**config.mk**
```make
export PLATFORM = sky130hd
export DESIGN_NAME = hamming_single_error_codec
export DESIGN_NICKNAME = d
export VERILOG_FILES = /design/src/hdl/hsec_pkg.sv /design/src/hdl/hamming_single_error_codec.sv
export SDC_FILE = /design/constraint.sdc
export NUM_CORES = 1
export LEC_CHECK = 0
export BUFFER_PORTS_ARGS = -buffer_cell sky130_fd_sc_hd__buf_2
export CORE_ASPECT_RATIO = 1.5
export CORE_MARGIN = 5
export CORE_UTILIZATION = 35
export DETAILED_ROUTE_END_ITERATION = 8
export GPL_TIMING_DRIVEN = 0
export HOLD_SLACK_MARGIN = 0.12
export SETUP_SLACK_MARGIN = 0.4
export SLEW_MARGIN = 20
export SYNTH_ARGS = -nofsm -noshare
export SYNTH_HDL_FRONTEND = slang
export SYNTH_SLANG_ARGS = --single-unit
```
**constraint.sdc**
```tcl
create_clock -name aclk -period 16.4 [get_ports aclk]
set_clock_uncertainty 0.2 [all_clocks]
set_input_delay 0.82 -clock aclk [delete_from_list [all_inputs] [get_ports aclk]]
set_output_delay 0.82 -clock aclk [all_outputs]
set_load 0.02 [all_outputs]
```
**src/hdl/hsec_pkg.sv**
```systemverilog
// constants and code position functions for the hamming codec
`default_nettype none

package hsec_pkg;

    localparam int CODE_BITS             = 64;
    localparam int DATA_BITS             = 57;
    localparam int SYN_BITS              = 6;
    localparam int CFG_BITS              = 6;
    localparam int MAX_CODE_BITS_DEFAULT = 64;
    localparam int ADDR_BITS             = 3;
    localparam int APB_DATA_BITS         = 32;
    localparam int RESULT_BITS           = CODE_BITS + DATA_BITS + SYN_BITS + 1;

    localparam logic [CFG_BITS-1:0] CFG_RESET = CFG_BITS'(4);

    // register index, taken from paddr[ADDR_BITS-1]
    localparam logic REG_DATA_BIT_COUNT = 1'b0;

    localparam logic FUNC_ENCODE = 1'b0;
    localparam logic FUNC_DECODE = 1'b1;

    function automatic logic is_pow2(input int p);
        return (p != 0) && ((p & (p - 1)) == 0);
    endfunction

    // least r with 2^r >= m + r + 1
    function automatic logic [2:0] parity_count(input logic [CFG_BITS-1:0] m);
        logic [2:0] r;
        r = 3'd7;
        for (int k = 6; k >= 0; k--) begin
            if ((1 << k) >= (int'(m) + k + 1)) begin
                r = 3'(k);
            end
        end
        return r;
    endfunction

    function automatic int largest_m(input int max_code);
        int best;
        best = 1;
        for (int m = 1; m <= DATA_BITS; m++) begin
            if (m + int'(parity_count(CFG_BITS'(m))) <= max_code) begin
                best = m;
            end
        end
        return best;
    endfunction

    function automatic logic [SYN_BITS-1:0] syndrome(input logic [CODE_BITS-1:0] code);
        logic [SYN_BITS-1:0] s;
        s = '0;
        for (int p = 1; p < CODE_BITS; p++) begin
            for (int i = 0; i < SYN_BITS; i++) begin
                if (p[i]) begin
                    s[i] = s[i] ^ code[p-1];
                end
            end
        end
        return s;
    endfunction

    // data bits into the non power of two positions
    function automatic logic [CODE_BITS-1:0] scatter(input logic [DATA_BITS-1:0] d);
        logic [CODE_BITS-1:0] c;
        int j;
        c = '0;
        j = 0;
        for (int p = 1; p < CODE_BITS; p++) begin
            if (!is_pow2(p)) begin
                c[p-1] = d[j];
                j++;
            end
        end
        return c;
    endfunction

    function automatic logic [DATA_BITS-1:0] gather(input logic [CODE_BITS-1:0] c);
        logic [DATA_BITS-1:0] d;
        int j;
        d = '0;
        j = 0;
        for (int p = 1; p < CODE_BITS; p++) begin
            if (!is_pow2(p)) begin
                d[j] = c[p-1];
                j++;
            end
        end
        return d;
    endfunction

endpackage

`default_nettype wire

```
**src/hdl/hamming_single_error_codec.sv**
```systemverilog
// hamming single error correcting codec with configurable data length
//
// channel   dir  ports                         transaction
// s_        in   s_tvalid/s_tready/s_tdata/..  func and word to encode or check
// m_        out  m_tvalid/m_tready/m_tdata     codeword, data, syndrome, range flag
// apb       in   psel/penable/pwrite/paddr/..  data_bit_count at byte address 0
//
// one transaction per cycle sustained while m_tready is high; a word passes the
// input register, xor trees and correction, then the result register
// aresetn is synchronous; it empties both stages and sets data_bit_count to 4
// a stalled result holds; the input stage still fills behind it
`default_nettype none

module hamming_single_error_codec
    import hsec_pkg::*;
#(
    parameter int MAX_CODE_BITS = MAX_CODE_BITS_DEFAULT
) (
    input  wire logic                     aclk,
    input  wire logic                     aresetn,
    input  wire logic                     psel,
    input  wire logic                     penable,
    input  wire logic                     pwrite,
    input  wire logic [ADDR_BITS-1:0]     paddr,
    input  wire logic [APB_DATA_BITS-1:0] pwdata,
    output logic      [APB_DATA_BITS-1:0] prdata,
    output logic                          pready,
    input  wire logic                     s_tvalid,
    output logic                          s_tready,
    input  wire logic [CODE_BITS-1:0]     s_tdata,     // word_in
    input  wire logic [0:0]               s_tuser,     // func
    output logic                          m_tvalid,
    input  wire logic                     m_tready,
    // code_out, data_out, error_position, out_of_range
    output logic      [RESULT_BITS-1:0]   m_tdata
);

    localparam logic [CFG_BITS-1:0] TOP_M = CFG_BITS'(largest_m(MAX_CODE_BITS));

    logic [CFG_BITS-1:0]    data_bit_count_reg;
    logic                   in_valid_reg;
    logic                   in_func_reg;
    logic [CODE_BITS-1:0]   in_word_reg;
    logic                   out_valid_reg;
    logic [RESULT_BITS-1:0] m_tdata_reg;
    logic [RESULT_BITS-1:0] m_tdata_next;
    logic                   cfg_write;
    logic                   adv_out;

    logic [CFG_BITS-1:0]    m_eff;
    logic [2:0]             r_cnt;
    logic [CFG_BITS-1:0]    n_len;
    logic [CODE_BITS-1:0]   mask_m;
    logic [CODE_BITS-1:0]   mask_n;
    logic [CODE_BITS-1:0]   enc_data;
    logic [CODE_BITS-1:0]   enc_base;
    logic [SYN_BITS-1:0]    enc_par;
    logic [CODE_BITS-1:0]   enc_code;
    logic [CODE_BITS-1:0]   dec_rx;
    logic [SYN_BITS-1:0]    dec_syn;
    logic                   dec_oor;
    logic [CODE_BITS-1:0]   dec_flip;
    logic [CODE_BITS-1:0]   dec_code;

    // configuration port
    assign cfg_write = psel && penable && pwrite && pready;
    assign pready    = 1'b1;
    assign prdata    = (paddr[ADDR_BITS-1] == REG_DATA_BIT_COUNT)
                     ? APB_DATA_BITS'(data_bit_count_reg) : '0;

    always_ff @(posedge aclk) begin
        if (!aresetn) begin
            data_bit_count_reg <= CFG_RESET;
        end else if (cfg_write && paddr[ADDR_BITS-1] == REG_DATA_BIT_COUNT) begin
            data_bit_count_reg <= pwdata[CFG_BITS-1:0];
        end
    end

    // two stage flow control
    assign adv_out  = !out_valid_reg || m_tready;
    assign s_tready = !in_valid_reg || adv_out;
    assign m_tvalid = out_valid_reg;
    assign m_tdata  = m_tdata_reg;

    always_ff @(posedge aclk) begin
        if (!aresetn) begin
            in_valid_reg  <= 1'b0;
            out_valid_reg <= 1'b0;
        end else begin
            if (s_tready) begin
                in_valid_reg <= s_tvalid;
            end
            if (adv_out) begin
                out_valid_reg <= in_valid_reg;
            end
        end
    end

    always_ff @(posedge aclk) begin
        if (s_tvalid && s_tready) begin
            in_func_reg <= s_tuser[0];
            in_word_reg <= s_tdata;
        end
        if (adv_out && in_valid_reg) begin
            m_tdata_reg <= m_tdata_next;
        end
    end

    // code geometry from the register
    always_comb begin
        if (data_bit_count_reg == '0) begin
            m_eff = CFG_BITS'(1);
        end else if (data_bit_count_reg > TOP_M) begin
            m_eff = TOP_M;
        end else begin
            m_eff = data_bit_count_reg;
        end
        r_cnt  = parity_count(m_eff);
        n_len  = m_eff + CFG_BITS'(r_cnt);
        mask_m = ~({CODE_BITS{1'b1}} << m_eff);
        mask_n = ~({CODE_BITS{1'b1}} << n_len);
    end

    // encode: parity positions start at zero, so the syndrome gives them
    always_comb begin
        enc_data = in_word_reg & mask_m;
        enc_base = scatter(enc_data[DATA_BITS-1:0]);
        enc_par  = syndrome(enc_base);
        enc_code = enc_base;
        for (int i = 0; i < SYN_BITS; i++) begin
            enc_code[(1 << i) - 1] = enc_par[i];
        end
    end

    // decode: correct the named bit unless it lies beyond the code
    always_comb begin
        dec_rx   = in_word_reg & mask_n;
        dec_syn  = syndrome(dec_rx);
        dec_oor  = dec_syn > n_len;
        dec_flip = '0;
        if (!dec_oor && dec_syn != '0) begin
            dec_flip = CODE_BITS'(1) << (dec_syn - SYN_BITS'(1));
        end
        dec_code = dec_rx ^ dec_flip;
    end

    always_comb begin
        case (in_func_reg)
            FUNC_ENCODE: begin
                m_tdata_next = {1'b0, {SYN_BITS{1'b0}}, enc_data[DATA_BITS-1:0], enc_code};
            end
            FUNC_DECODE: begin
                m_tdata_next = {dec_oor, dec_syn, gather(dec_code), dec_code};
            end
            default: begin
                m_tdata_next = '0;
            end
        endcase
    end

endmodule

`default_nettype wire

```
==> results.md <==
* # IOs at 270
* Cell mode on critical path: ha_1
* Yosys top cell area share at 29.9%
* Fin crit share at 76.2%
* Via density at 5.86
* Status: complete, no violations
* CTS Hold Bufs at 0
* Worst IR drop on VDD at 0.0827 mV
* Worst Hold Launch: in_valid_reg
* Cell Count, Final, Fillers Out at 2310
* Seq cells post-synth at 143
* Unrepaired setup endpoints after global routing: false
* Number of CTS-inserted buffers at 17
* CP peak stage delay at 0.82 ns
* Gp weighted congestion at 1.05
* Post-synthesis cell type count at 97
* Synth Cell Area at 0.0135 mm2
* Min-Delay Path Class: reg2reg
* CP endpoint kind: register
* Critical path class: reg2reg
* CP required at 16.36 ns
* Slew HR at 13.9%
* Initial DRC count at 1414
* Largest area contributor in the netlist: edfxtp_1
* Die Ht at 251 um
* Main combinational cell family by area after synthesis: compound AO/OA/AOI/OAI gates
* Mux contribution to synthesized area at 3.78%
* Initial core utilization at 35.3%
* Placed Cells at 2278
* DIE AREA at 0.0428 mm2
* Core Area at 0.0384 mm2
* Routed len/inst at 28.5 um
* H-tree Lvls at 4
* Synth top area cells: edfxtp_1, xnor2_1, buf_4
* Pleak at 6.24 nW
* Setup violations, final at 0
* Post-DP HPWL at 54400 um
* Max Cap Viol at 0
* Row count at 88
* Postcts setup bufs at 0
* Die W at 171 um
* Number of global-route vias before repair at 12800
* PD cells at 113 mW/mm2
* CP delay by family, top: compound AO/OA/AOI/OAI gates
* CP max-delay cell: nor4_1
* Simple-gate share of the synthesized area at 17.6%
* Mean Syn Cell Area at 8.80 um2
* 1st-pass router iterations at 5
* Post-synth EDFFs at 135
* Hold Slack at 0.323 ns
* Crit Reg-Reg Startpoint: data_bit_count_reg[4]
* Synth Area in Compound Gates at 18.8%
* CTS sink cnt at 143
* Post-cts resize count at 0
* Overall Power at 0.00181 W
* Grt ovf at 0
* Layout cell share with drive strength beyond 1 at 22.6%
* First-pass GRT wire length at 91100 um
* Worst-path clk slew at 0.07 ns
* Slew @ Worst Pin at 1.28 ns
* Worst Setup SP: data_bit_count_reg[4]
* Number of flip-flops in the largest register at 71
* Top FF cell, synth: edfxtp_1
* NumNets Final at 1938
* Critical path buffer and inverter count at 9
* All-layer global routing usage at 29.8%
* CTS tree: done
* Endpoints failing hold at 0
* Post-layout min period at 12.50 ns
* Worst-case clock buffer depth at 2
* Slew Viols, Final at 0
* Drt drc at 0
* P&R area growth vs syn at 18.1%
* Initial antenna violation count at 0
* ANT nets after route at 0
* Yosys warning count at 0
* Crit-path max FO at 14
* Arrival time worst endpoint at 12.46 ns
* Setup TNS Final at 0 ns
* Sequential element share of the synthesized area at 31.1%
* Most numerous cell in the Yosys netlist: xnor2_1
* Diode count at 0
* Synth Area in Adders at 2.88%
* Startpoint Class: register
* Clk root buf: clkbuf_16
* Xor-xnor portion of the synthesized cell area at 17.4%
* Largest net degree at the start of global routing at 38
* PortBufs at 213
* Most instantiated cells after synthesis: xnor2_1, nand2_1, edfxtp_1
* Final WL at 65800 um
* Mapped Cells at 1540
* Max Fclk at 80.0 MHz
* Vias at 13500
* Async S/R FF share, synth at 0%
* Clk_lat worst skew at 0.46 ns
-- final cells by class --
type / count / area [um2]
fillers: 3896 / 22400
multi-input cells: 1220 / 8300
flip-flops and latches: 143 / 4210
repair buffers: 217 / 1140
plain buffers: 174 / 1030
well taps: 495 / 619
clock buffers: 18 / 429
clock inverters: 14 / 155
inverters: 29 / 109
-- worst register-to-register path, delay by kind of cell (launching register included) --
family / cells / cell delay [ns]
flip-flops: 1 / 0.51
AND/OR/NAND/NOR: 8 / 2.22
buffers and inverters: 9 / 2.34
XOR/XNOR: 3 / 1.25
adder cells (fa/ha/maj): 5 / 1.68
multiplexers: 1 / 0.23
AO/OA/AOI/OAI: 13 / 3.79
-- report_power, final --
part	internal (W)	leakage (nW)	switching [W]
logic	0.000312	4.59	0.000645
registers	0.000431	1.37	0.0000244
clock network	0.000226	0.282	0.000171
total	0.000969	6.24	0.000840
-- routing by layer --
| layer | track usage [%] | vias up | routed length (um) |
|---|---|---|---|
| met1 | 34.5 | 6467 | 23400 |
| met4 | 19.9 | 0 | 5470 |
| met2 | 51.1 | 849 | 32100 |
| met3 | 3.67 | 220 | 4880 |
| met5 | 0 | - | 0 |
| li1 | - | 5994 | - |
-- path summary, 6_finish.rpt --
kind	cells after the start	end	slack [ns]
worst max register to register	39	m_tdata[62]	3.90
worst max-delay path	39	m_tdata[62]	3.90
worst min register to register	1	m_tvalid	0.32
worst min-delay path	1	m_tvalid	0.32
-- kinds of logic after synthesis --
kind of cell,count (synthesis)
simple gates,493
compound gates,379
xor+xnor,240
buf+inv,203
flops,143
mux,49
fa+ha+maj,31
other cells,2
-- metrics by stage --
| step | utilization, % | instance area, um2 | setup WS, ns |
|---|---|---|---|
| after floorplan | - | 13600 | 7.39 |
| after global placement | 39.9 | 15300 | 4.34 |
| after global routing | 41.6 | 16000 | 3.42 |
| final | 41.6 | 16000 | 3.90 |
| after CTS | 41.6 | 16000 | 4.23 |
| after detailed placement | 40.1 | 15400 | 4.23 |
-- cells in the final DEF (no fill, tap or decap), types with 28 or more instances in the layout --
cell type	instances
buf_2	236
xnor2_1	169
nand2_1	145
edfxtp_1	135
nor2_1	109
o21ai_0	97
buf_4	92
a21oi_1	86
nand3_1	66
clkbuf_1	53
xor2_1	52
mux2i_1	41
nor2b_1	31
ha_1	28
conb_1	28
Note: power is estimated with default switching activity, not from simulation.
